[src/design/rtc_time_field_converter_unit_macros.svh]
// Assertion helpers for the RTC field converter.
// Each macro expects clk and arst_n in scope.
`ifndef RTC_TIME_FIELD_CONVERTER_UNIT_MACROS_SVH
`define RTC_TIME_FIELD_CONVERTER_UNIT_MACROS_SVH

// Same-cycle implication, checked outside of reset.
`define RTCFC_ASSERT_IMPL(label, ante, cons, msg) \
	label: assert property (@(posedge clk) disable iff (!arst_n) (ante) |-> (cons)) \
		else $error(msg);

// Next-cycle implication, checked outside of reset.
`define RTCFC_ASSERT_NEXT(label, ante, cons, msg) \
	label: assert property (@(posedge clk) disable iff (!arst_n) (ante) |=> (cons)) \
		else $error(msg);

`endif

[src/design/rtcfc_pkg.sv]
`default_nettype none
package rtcfc_pkg;

	// Configuration register indexes.
	typedef enum logic [3:0] {
		CFG_BINARY_MODE  = 4'd0,
		CFG_HOUR_24_MODE = 4'd1
	} cfg_index_t;

	typedef enum logic {
		OP_DECODE = 1'b0,
		OP_ENCODE = 1'b1
	} conv_op_t;

	localparam logic [7:0]  HOUR_NOON    = 8'd12;
	localparam logic [7:0]  HOUR_MAX     = 8'd23;
	localparam logic [7:0]  MINSEC_MAX   = 8'd59;
	localparam logic [7:0]  DAY_MIN      = 8'd1;
	localparam logic [7:0]  DAY_MAX      = 8'd31;
	localparam logic [7:0]  MONTH_MIN    = 8'd1;
	localparam logic [7:0]  MONTH_MAX    = 8'd12;
	localparam logic [11:0] YEAR_BASE    = 12'd2000;
	localparam logic [11:0] YEAR_LAST    = 12'd2099;
	localparam logic [11:0] DOS_EPOCH    = 12'd1980;
	localparam logic [6:0]  DOS_YEAR_OFS = 7'(YEAR_BASE - DOS_EPOCH);

	typedef struct packed {
		logic [7:0]  sec;
		logic [7:0]  min;
		logic [7:0]  hour;
		logic [7:0]  day;
		logic [7:0]  month;
		logic [11:0] year;
		logic [31:0] dos;
		logic        err;
	} conv_result_t;

	// High nibble times ten plus low nibble; invalid digits pass through unchecked.
	function automatic logic [7:0] bcd2bin(input logic [7:0] b);
		bcd2bin = 8'({b[7:4], 3'b000}) + 8'({b[7:4], 1'b0}) + 8'(b[3:0]);
	endfunction

	// Two BCD digits for values up to 99; tens come from a multiply by 205/2048.
	function automatic logic [7:0] bin2bcd(input logic [6:0] v);
		logic [14:0] prod;
		logic [3:0]  tens;
		logic [6:0]  rem;
		prod = 15'(v) * 15'd205;
		tens = prod[14:11];
		rem  = v - (7'({tens, 3'b000}) + 7'({tens, 1'b0}));
		bin2bcd = {tens, rem[3:0]};
	endfunction

endpackage
`default_nettype wire

[src/design/rtcfc_decode.sv]
`default_nettype none
module rtcfc_decode (
	input  wire logic                      binary_mode,
	input  wire logic                      hour_24_mode,
	input  wire logic [7:0]                sec_in,
	input  wire logic [7:0]                min_in,
	input  wire logic [7:0]                hour_in,
	input  wire logic [7:0]                day_in,
	input  wire logic [7:0]                month_in,
	input  wire logic [11:0]               year_in,
	output rtcfc_pkg::conv_result_t        res
);
	import rtcfc_pkg::*;

	logic       pm;
	logic [7:0] h_raw;
	logic [7:0] s_v, m_v, h_v, d_v, mo_v, yr_v;
	logic [7:0] h_noon, h_fin;
	logic [6:0] dos_year;

	assign pm    = hour_in[7];
	assign h_raw = {1'b0, hour_in[6:0]};

	assign s_v  = binary_mode ? sec_in        : bcd2bin(sec_in);
	assign m_v  = binary_mode ? min_in        : bcd2bin(min_in);
	assign h_v  = binary_mode ? h_raw         : bcd2bin(h_raw);
	assign d_v  = binary_mode ? day_in        : bcd2bin(day_in);
	assign mo_v = binary_mode ? month_in      : bcd2bin(month_in);
	assign yr_v = binary_mode ? year_in[7:0]  : bcd2bin(year_in[7:0]);

	// Twelve o'clock is hour zero of its half day; PM then adds twelve.
	assign h_noon = (h_v == HOUR_NOON) ? 8'd0 : h_v;
	assign h_fin  = hour_24_mode ? h_v : (pm ? h_noon + HOUR_NOON : h_noon);

	assign dos_year = DOS_YEAR_OFS + yr_v[6:0];

	always_comb begin
		res.sec   = s_v;
		res.min   = m_v;
		res.hour  = h_fin;
		res.day   = d_v;
		res.month = mo_v;
		res.year  = YEAR_BASE + {4'b0000, yr_v};
		res.dos   = {dos_year, mo_v[3:0], d_v[4:0], h_fin[4:0], m_v[5:0], s_v[5:1]};
		res.err   = 1'b0;
	end

endmodule
`default_nettype wire

[src/design/rtcfc_encode.sv]
`default_nettype none
module rtcfc_encode (
	input  wire logic                      binary_mode,
	input  wire logic                      hour_24_mode,
	input  wire logic [7:0]                sec_in,
	input  wire logic [7:0]                min_in,
	input  wire logic [7:0]                hour_in,
	input  wire logic [7:0]                day_in,
	input  wire logic [7:0]                month_in,
	input  wire logic [11:0]               year_in,
	output rtcfc_pkg::conv_result_t        res
);
	import rtcfc_pkg::*;

	logic       bad;
	logic       pm;
	logic [4:0] h_mod, h_12;
	logic [4:0] hh;
	logic [6:0] yb;
	logic [7:0] s_b, m_b, h_b, d_b, mo_b, y_b;

	assign bad = (hour_in > HOUR_MAX) || (min_in > MINSEC_MAX) || (sec_in > MINSEC_MAX) ||
		(day_in < DAY_MIN) || (day_in > DAY_MAX) ||
		(month_in < MONTH_MIN) || (month_in > MONTH_MAX) ||
		(year_in < YEAR_BASE) || (year_in > YEAR_LAST);

	// In range, the hour fits in five bits; in 12-hour mode midnight and noon show as twelve.
	assign pm    = (hour_in >= HOUR_NOON);
	assign h_mod = pm ? hour_in[4:0] - HOUR_NOON[4:0] : hour_in[4:0];
	assign h_12  = (h_mod == 5'd0) ? HOUR_NOON[4:0] : h_mod;
	assign hh    = hour_24_mode ? hour_in[4:0] : h_12;

	assign yb = 7'(year_in - YEAR_BASE);

	assign s_b  = binary_mode ? {1'b0, sec_in[6:0]}   : bin2bcd(sec_in[6:0]);
	assign m_b  = binary_mode ? {1'b0, min_in[6:0]}   : bin2bcd(min_in[6:0]);
	assign h_b  = binary_mode ? {3'b000, hh}          : bin2bcd({2'b00, hh});
	assign d_b  = binary_mode ? {1'b0, day_in[6:0]}   : bin2bcd(day_in[6:0]);
	assign mo_b = binary_mode ? {1'b0, month_in[6:0]} : bin2bcd(month_in[6:0]);
	assign y_b  = binary_mode ? {1'b0, yb}            : bin2bcd(yb);

	always_comb begin
		res = '0;
		if (bad) begin
			res.err = 1'b1;
		end else begin
			res.sec   = s_b;
			res.min   = m_b;
			res.hour  = {pm & ~hour_24_mode, h_b[6:0]};
			res.day   = d_b;
			res.month = mo_b;
			res.year  = {4'b0000, y_b};
		end
	end

endmodule
`default_nettype wire

[src/design/rtc_time_field_converter_unit.sv]
`default_nettype none
// RTC time field converter. Pulse start with the fields of one item and the
// converted item appears on the result ports, marked by a single-cycle done
// strobe. A new item may be started in every cycle, so throughput is one item
// per clock and busy never rises. On its way each item is held first in the
// input register and then in the result register, which together bracket
// the conversion logic. The receiver cannot stall: each result is present for
// exactly one cycle and must be captured then. Configuration writes
// (binary_mode at index 0, hour_24_mode at index 1) are always accepted and
// should only be made while no item is in flight. In decode mode the hour's
// PM bit is stripped, BCD is undone unless binary mode is set, and 12-hour
// time is mapped to 24-hour time unless 24-hour mode is set; the year comes
// out as 2000 plus the year byte and dos_stamp carries the packed DOS date
// (high half) and time (low half). In encode mode out-of-range fields raise
// range_error and zero all other results.
module rtc_time_field_converter_unit (
	input  wire logic        clk,
	input  wire logic        arst_n,
	// Item command channel.
	input  wire logic        start,
	output logic             busy,
	input  wire logic        op,
	input  wire logic [7:0]  sec_in,
	input  wire logic [7:0]  min_in,
	input  wire logic [7:0]  hour_in,
	input  wire logic [7:0]  day_in,
	input  wire logic [7:0]  month_in,
	input  wire logic [11:0] year_in,
	// Result channel.
	output logic             done,
	output logic [7:0]       sec_out,
	output logic [7:0]       min_out,
	output logic [7:0]       hour_out,
	output logic [7:0]       day_out,
	output logic [7:0]       month_out,
	output logic [11:0]      year_out,
	output logic [31:0]      dos_stamp,
	output logic             range_error,
	// Configuration write channel.
	input  wire logic        cfg_valid,
	output logic             cfg_ready,
	input  wire logic [3:0]  cfg_index,
	input  wire logic        cfg_data
);
	import rtcfc_pkg::*;

`include "rtc_time_field_converter_unit_macros.svh"

	// Configuration registers.
	logic binary_mode_q;
	logic hour_24_mode_q;

	// Input register stage.
	logic        valid_s1;
	logic        op_s1;
	logic [7:0]  sec_s1, min_s1, hour_s1, day_s1, month_s1;
	logic [11:0] year_s1;

	// Result register stage.
	logic         valid_s2;
	conv_result_t res_s2;

	conv_result_t dec_res, enc_res, sel_res;

	// Every cycle can take an item and every write is taken at once.
	assign busy      = 1'b0;
	assign cfg_ready = 1'b1;

	always_ff @(posedge clk or negedge arst_n) begin
		if (!arst_n) begin
			binary_mode_q  <= 1'b0;
			hour_24_mode_q <= 1'b0;
		end else if (cfg_valid && cfg_ready) begin
			case (cfg_index_t'(cfg_index))
				CFG_BINARY_MODE:  binary_mode_q  <= cfg_data;
				CFG_HOUR_24_MODE: hour_24_mode_q <= cfg_data;
				default: ;
			endcase
		end
	end

	// Only the valid flag needs a reset; the fields follow it.
	always_ff @(posedge clk or negedge arst_n) begin
		if (!arst_n) begin
			valid_s1 <= 1'b0;
		end else begin
			valid_s1 <= start && !busy;
		end
	end

	always_ff @(posedge clk) begin
		if (start && !busy) begin
			op_s1    <= op;
			sec_s1   <= sec_in;
			min_s1   <= min_in;
			hour_s1  <= hour_in;
			day_s1   <= day_in;
			month_s1 <= month_in;
			year_s1  <= year_in;
		end
	end

	rtcfc_decode u_decode (
		.binary_mode  (binary_mode_q),
		.hour_24_mode (hour_24_mode_q),
		.sec_in       (sec_s1),
		.min_in       (min_s1),
		.hour_in      (hour_s1),
		.day_in       (day_s1),
		.month_in     (month_s1),
		.year_in      (year_s1),
		.res          (dec_res)
	);

	rtcfc_encode u_encode (
		.binary_mode  (binary_mode_q),
		.hour_24_mode (hour_24_mode_q),
		.sec_in       (sec_s1),
		.min_in       (min_s1),
		.hour_in      (hour_s1),
		.day_in       (day_s1),
		.month_in     (month_s1),
		.year_in      (year_s1),
		.res          (enc_res)
	);

	assign sel_res = (conv_op_t'(op_s1) == OP_ENCODE) ? enc_res : dec_res;

	always_ff @(posedge clk or negedge arst_n) begin
		if (!arst_n) begin
			valid_s2 <= 1'b0;
		end else begin
			valid_s2 <= valid_s1;
		end
	end

	always_ff @(posedge clk) begin
		if (valid_s1) begin
			res_s2 <= sel_res;
		end
	end

	assign done        = valid_s2;
	assign sec_out     = res_s2.sec;
	assign min_out     = res_s2.min;
	assign hour_out    = res_s2.hour;
	assign day_out     = res_s2.day;
	assign month_out   = res_s2.month;
	assign year_out    = res_s2.year;
	assign dos_stamp   = res_s2.dos;
	assign range_error = res_s2.err;

	// An accepted item always reaches the conversion stage next cycle.
	`RTCFC_ASSERT_NEXT(a_start_to_s1, start && !busy, valid_s1, "accepted item lost before stage 1")
	// Every item in the conversion stage produces exactly one result strobe.
	`RTCFC_ASSERT_NEXT(a_s1_to_done, valid_s1, done, "item in stage 1 gave no result")
	// A range error zeroes every other result field.
	`RTCFC_ASSERT_IMPL(a_err_zero, done && range_error, (dos_stamp == 32'd0) && (year_out == 12'd0) && (hour_out == 8'd0) && (sec_out == 8'd0), "range error with nonzero fields")

endmodule
`default_nettype wire

[config.mk]
export PLATFORM = sky130hd
export DESIGN_NAME = rtc_time_field_converter_unit
export DESIGN_NICKNAME = d
export VERILOG_FILES = /design/src/design/rtcfc_pkg.sv /design/src/design/rtcfc_decode.sv /design/src/design/rtcfc_encode.sv /design/src/design/rtc_time_field_converter_unit.sv
export VERILOG_INCLUDE_DIRS = /design/src /design/src/design
export SDC_FILE = /design/constraint.sdc
export NUM_CORES = 1
export LEC_CHECK = 0
export BUFFER_PORTS_ARGS = -buffer_cell sky130_fd_sc_hd__buf_2
export CORE_MARGIN = 2
export CORE_UTILIZATION = 61
export CTS_CLUSTER_SIZE = 14
export DETAILED_ROUTE_END_ITERATION = 8
export PLACE_DENSITY = 0.79
export SETUP_SLACK_MARGIN = 0.15
export SYNTH_ARGS = -nofsm -noshare
export SYNTH_HDL_FRONTEND = slang
export SYNTH_SLANG_ARGS = --single-unit
[constraint.sdc]
create_clock -name clk -period 16.5 [get_ports clk]
set_input_delay 4.95 -clock clk [delete_from_list [all_inputs] [get_ports clk]]
set_output_delay 4.95 -clock clk [all_outputs]
set_load 0.01 [all_outputs]
After elaboration in Yosys (flattened, before gate mapping)
Cells that the tools add are included.
{ "word_totals": {"reg_bits": 142, "wordCells": 101, "input_bits": 62, "output_inout_bits": 88} }
{ "classes": {"eq_ne": 2, "muxes": 21, "n_mul": 6, "n_bitwise": 2, "magnitude_cmp": 10, "reduce_logical": 12, "n_addsub": 29} }
{ "ops": {"columns": ["cell", "n"], "rows": [
  ["8-bit two-way mux", 14],
  ["85-bit two-way mux", 1],
  ["7-bit by 8-bit multiplier with 15-bit output (second input constant)", 5],
  ["52-bit two-way mux", 1],
  ["8-bit by 4-bit adder with 8-bit output", 6],
  ["7-bit by 5-bit adder with 8-bit output", 5],
  ["4-bit subtractor", 6],
  ["4-bit adder", 5],
  ["8-bit by 5-bit greater-than comparator with 1-bit output (second input constant)", 2],
  ["8-bit by 6-bit greater-than comparator with 1-bit output (second input constant)", 2],
  ["8-bit by 1-bit < comparator with 1-bit output (second input constant)", 2],
  ["5-bit two-way mux", 3],
  ["5-bit by 8-bit multiplier with 13-bit output (second input constant)", 1],
  ["11-bit by 8-bit adder with 12-bit output (first input constant)", 1],
  ["12-bit greater-than comparator (second input constant)", 1],
  ["12-bit by 11-bit < comparator with 1-bit output (second input constant)", 1],
  ["8-bit by 4-bit adder with 8-bit output (second input constant)", 1],
  ["8-bit by 4-bit == test with 1-bit output (second input constant)", 1],
  ["8-bit by 4-bit greater-or-equal comparator with 1-bit output (second input constant)", 1],
  ["8-bit by 4-bit greater-than comparator with 1-bit output (second input constant)", 1],
  ["1-bit logical OR", 8],
  ["5-bit by 7-bit adder with 7-bit output (first input constant)", 1],
  ["6-bit by 4-bit adder with 7-bit output", 1],
  ["7-bit subtractor (second input constant)", 1],
  ["other kinds (10)", 11]
]} }

Longest topological paths before layout
{ "logic_depth": {"ltp_word": 11, "mapped_depth": 26, "ltp_nobuf": 26} }

By module
A second synthesis with hierarchy kept.
{ "hier_totals": {"cells_unflattened": 1297, "hier_area_um2": 14232.4} }
{ "by_module_without_submodules": {"columns": ["module", "n_inst", "seq_area_each_um2", "cells_each", "area_each_um2"], "rows": [
  ["rtcfc_encode", 1, 0.0, 791, 6745.2],
  ["rtc_time_field_converter_unit", 1, 4244.1, 245, 5313.8],
  ["rtcfc_decode", 1, 0.0, 261, 2173.3]
]} }

Worst setup path before layout
Ideal clock, no wire load.
{ "synth_timing": {"path_type": "input -> register", "from": "input cfg_index[2]", "to": "register hour_24_mode_q", "setup_slack_ns": 10.421, "required_ns": 16.375, "cell_stages": 3, "t_arrival_ns": 5.955, "setup_time_ns": 0.125, "cell_sequence": "nand2b_1 > or4b_2 > mux2_2"} }
{ "synth_via": {"elab_chain_cells": 2} }
{ "synth_rtl": {"columns": ["element", "line_no", "source"], "rows": [
  ["from (decl)", "rtc_time_field_converter_unit.sv:42", "input wire logic [3:0] cfg_index,"],
  ["4-bit by 1-bit == test with 1-bit output", "rtc_time_field_converter_unit.sv:74", "case (cfg_index_t'(cfg_index))"],
  ["2-bit AND reduction (no source line)", null, null],
  ["to (signal assigned)", "rtc_time_field_converter_unit.sv:76", "CFG_HOUR_24_MODE: hour_24_mode_q <= cfg_data;"],
  ["to (decl)", "rtc_time_field_converter_unit.sv:51", "logic hour_24_mode_q;"]
]} }
Every way passes these cells.
A chain may end at the register's enable or synchronous reset.

==> flow_summary_export.csv <==
group,metric,value,unit
outcome,outcome,"complete, no violations",
timing,fin_crit,6.18,ns
cells_and_area,multi_input_area,7840,um2
clocking,cts_max_level,4,
floorplan,die_w,148,um
worst_hold_path,hold_path_depth,1,
cells_and_area,drive_above_1_share,0.163,
synth,synth_edf_count,137,
job,maxCapViolations,0,
timing,slew_headroom,0.229,
detailed_routing,vias_per_cell,5.89,
synth,syn_area_per_cell,11.0,um2
synth,synth.top_cell.area_share,0.324,
placed_design,dp_hpwl,21900,um
global_route,grt_pass1_wl,48500,um
detailed_routing,drcViolationCount,0,
synth,ys_warn_count,0,
detailed_routing,wl_per_cell,18.9,um
detailed_routing,first_iter_violations,534,
floorplan,rows,52,
synth,syn-cell-area,12700,um2
clocking,cts_hold_buf,0,
timing,timing.final.crit_share,0.375,
pwr,p_leak,7.02,nW
worst_setup_path,cp_slowest_stage_delay,0.56,ns
worst_setup_path,cp_max_fo,10,
floorplan,design.core.area,20300,um2
cells_and_area,regArea,4220,um2
timing,tightest_slew,1.16,ns
clocking,cts_buffers,17,
synth,ys_async_sr_fraction,0.0284,
worst_setup_path,worstPathRequired,16.68,ns
worst_setup_path,worstSetupPathType,"flop to flop",
timing,rsz0062_at_grt,"no",
floorplan,die_h,148,um
global_route,antenna_found_initial,0,
clocking,cts-root-buf,"clkbuf_16",
cells_and_area,postLayoutCoreUtil,0.703,
global_route,grt_pass1_vias,9673,
clocking,clock_latency,0.43,ns
detailed_routing,wl,30000,um
clocking,clk_pin_slew,0.06,ns
clocking,cts_tree,"built",
global_route,grt_overflow_total,0,
timing,worst_hold_slack,0.743,ns
cells_and_area,syn_to_final_growth,12.5,%
timing,setup_viol,0,
cells_and_area,fillCellCount,1469,
global_route,grt_busiest_layer,"met2",
global_route,met1_usage,0.363,
global_route,use_met2,0.485,
worst_setup_path,reg2reg_depth,24,
timing,max_freq,162,MHz
pwr,powerDensity,124,nW/um2
clocking,post-cts-setup-buffer-count,0,
worst_setup_path,cp_data_arrival_time,6.36,ns
global_route,track_usage,0.284,
worst_setup_path,crit_slowest_cell,"edfxtp_1",
worst_setup_path,setup.worst_path.end_class,"flop",
worst_setup_path,crit_top_cell,"ha_1",
global_route,grt_use_met3,0.0463,
timing,skew,0.0134,ns
synth,synth_seq_cells,141,
timing,final_max_slew_viol_count,0,
detailed_routing,ant_nets,0,
floorplan,ios,150,
synth,synthesis.instances,1153,
clocking,cts.path.max_buffers,2,
floorplan,start_util,0.625,
timing,tns,0,ns
clocking,cts_resized,0,
timing,hold_violations,0,
floorplan,die_area,22000,um2
worst_setup_path,crit_chain,"ha_1, nor2_1, nand2_1, xnor2_1, a31oi_1, a2bb2oi_1, inv_1, ha_1, ha_1, fa_1, ha_1, nand4_1, nor2_1, and3_1, nor3_1, nor2b_1, xor2_1, ha_1, o221ai_1, o211ai_1, nor3_2, xnor2_1, or3_1, a31o_1",
synth,synth_cell_types,73,
synth,ys_seq_area_frac,0.332,
cells_and_area,nets,1693,
synth,synthFlopType,"edfxtp_1",
global_route,grt_max_degree,86,
synth,synthesis.nets,1545,
placed_design,gp_congestion,0.923,
synth,yosys-top-cells-area,"edfxtp_1 (32%), ha_1 (27%), fa_1 (8.2%)",
worst_hold_path,hp-class,"flop to flop",
synth,synth_top_cell_by_area,"edfxtp_1",
detailed_routing,num_vias,9337,
placed_design,io_buffers,147,
pwr,peakVddDrop,78.9,uV
detailed_routing,dr.pass1.iters,7,
clocking,clock-sinks,141,
worst_setup_path,start_kind,"flop",
cells_and_area,n_antenna_cell,0,
==> flip-flops by register name (all words and copies together), names as in the netlist <==
name / count
hour_out: 8
sec_out: 8
hour_s1: 8
op_s1: 1
min_s1: 8
day_s1: 8
month_out: 8
dos_stamp: 32
range_error: 1
year_out: 11
valid_s1: 1
min_out: 8
month_s1: 8
done: 1
day_out: 8
year_s1: 12
hour_24_mode_q: 1
binary_mode_q: 1
sec_s1: 8
==> report_power, final <==
part / switching, W / leakage (nW) / internal (W) / total [W]
Sequential: 0.0000390 / 1.39 / 0.000450 / 0.000489
Clock: 0.000152 / 0.277 / 0.000234 / 0.000386
Combinational: 0.000506 / 5.36 / 0.000394 / 0.000901
Total: 0.000698 / 7.02 / 0.00108 / 0.00178
==> critical path: cells and delay by family (launching register included) <==
family | cells | cell delay (ns)
AOI/OAI and AO/OA | 5 | 0.96
xor gates and xnor gates | 3 | 0.48
adders and majority gates | 6 | 2.14
buffers and inverters | 1 | 0.15
DFF | 1 | 0.56
and+or+nand+nor | 9 | 1.64
==> worst paths after layout <==
check                            from  slack, ns           to
setup reg to reg           hour_s1[2]      10.32  hour_out[3]
min in group asynchronous      arst_n       4.32     valid_s1
hold reg to reg             min_s1[7]       0.74   min_out[7]
max in group asynchronous      arst_n      12.04     valid_s1
setup / recovery           hour_s1[2]      10.32  hour_out[3]
hold / removal              min_s1[7]       0.74   min_out[7]
==> area by class of cell <==
| class | count | share of cell area |
|---|---|---|
| Sequential cell | 141 | 0.296 |
| Inverter | 142 | 0.0373 |
| Clock buffer | 25 | 0.0340 |
| Clock inverter | 7 | 0.00631 |
| Tap cell | 270 | 0.0237 |
| Timing Repair Buffer | 152 | 0.0542 |
| Multi-Input combinational cell | 847 | 0.549 |
==> synthesized netlist by cell type, types with 3 or more instances <==
library cell and count:
nor2_1 58, and2_1 3, o21ai_1 5, o21ba_2 4, nor4_1 5, o211ai_1 5
or2_2 10, clkbuf_1 13, o311ai_0 4, dfrtp_1 4, buf_1 4, or3_1 4
o21a_1 3, nor3_1 13, inv_1 141, o22ai_1 14, o31ai_1 5, a21oi_1 59
a221o_1 6, and3_1 11, fa_1 52, xnor2_1 35, nand4_1 9, a211oi_1 12
nor4b_1 3, a31oi_1 4, edfxtp_1 137, buf_4 3, nand3_1 6, a22oi_1 3
and4_1 3, mux2_2 6, a21boi_0 6, a21o_1 31, ha_1 278, buf_2 3
mux2i_1 10, xor2_1 34, a211o_1 4, o21ai_0 33, nand2_1 57, nand2b_1 3
nor2b_1 13
==> logic make-up after synthesis <==
logic type | after synthesis | synth area share
compound gates | 219 | 0.116
xor+xnor | 69 | 0.0476
fa+ha+maj | 330 | 0.356
buf+inv | 165 | 0.0500
flops | 141 | 0.332
mux | 16 | 0.0132
other cells | 2 | 0.000592
simple gates | 211 | 0.0844
==> per-layer routing <==
| metal | up-vias | routed length, um | share of wire |
|---|---|---|---|
| li1 | 4452 | - | - |
| met1 | 4509 | 12600 | 0.42 |
| met2 | 302 | 14500 | 0.48 |
| met3 | 74 | 1910 | 0.064 |
| met4 | 0 | 952 | 0.032 |
| met5 | - | 0 | 0 |
==> metrics by stage <==
stage	setup WS (ns)	power (W)	instance area (um2)	instances
final	10.32	0.00178	14300	1584
after global routing	9.87	0.00192	14300	1584
after CTS	10.41	0.00177	14300	1584
after detailed placement	10.28	0.00138	13700	1552
after global placement	10.31	0.00133	13700	1552
after floorplan	10.42	0.00115	12700	1153
==> cell usage in the layout, fill, tap and decap left out, drive strengths merged, types with 4 or more instances in the layout <==
| cell type | synthesis | final |
|---|---|---|
| a21oi | 59 | 59 |
| or3 | 4 | 4 |
| xor2 | 34 | 34 |
| o211ai | 5 | 5 |
| mux2 | 6 | 6 |
| inv | 142 | 142 |
| edfxtp | 137 | 137 |
| nor4 | 6 | 6 |
| nand4 | 9 | 9 |
| nor2 | 59 | 59 |
| a211oi | 12 | 12 |
| mux2i | 10 | 10 |
| o21ai | 39 | 39 |
| a211o | 4 | 4 |
| ha | 278 | 278 |
| dfrtp | 4 | 4 |
| nor3 | 16 | 16 |
| a221o | 6 | 6 |
| a21o | 31 | 31 |
| or2 | 10 | 10 |
| clkbuf | 13 | 25 |
| fa | 52 | 52 |
| o31ai | 5 | 5 |
| a31oi | 4 | 4 |
| a21boi | 6 | 6 |
| o22ai | 15 | 15 |
| xnor2 | 35 | 35 |
| nor2b | 13 | 13 |
| o311ai | 4 | 4 |
| o21ba | 4 | 4 |
| and3 | 11 | 11 |
| nand3 | 6 | 6 |
| nand2 | 57 | 57 |
| buf | 10 | 152 |
Note: power is estimated with default switching activity, not from simulation.
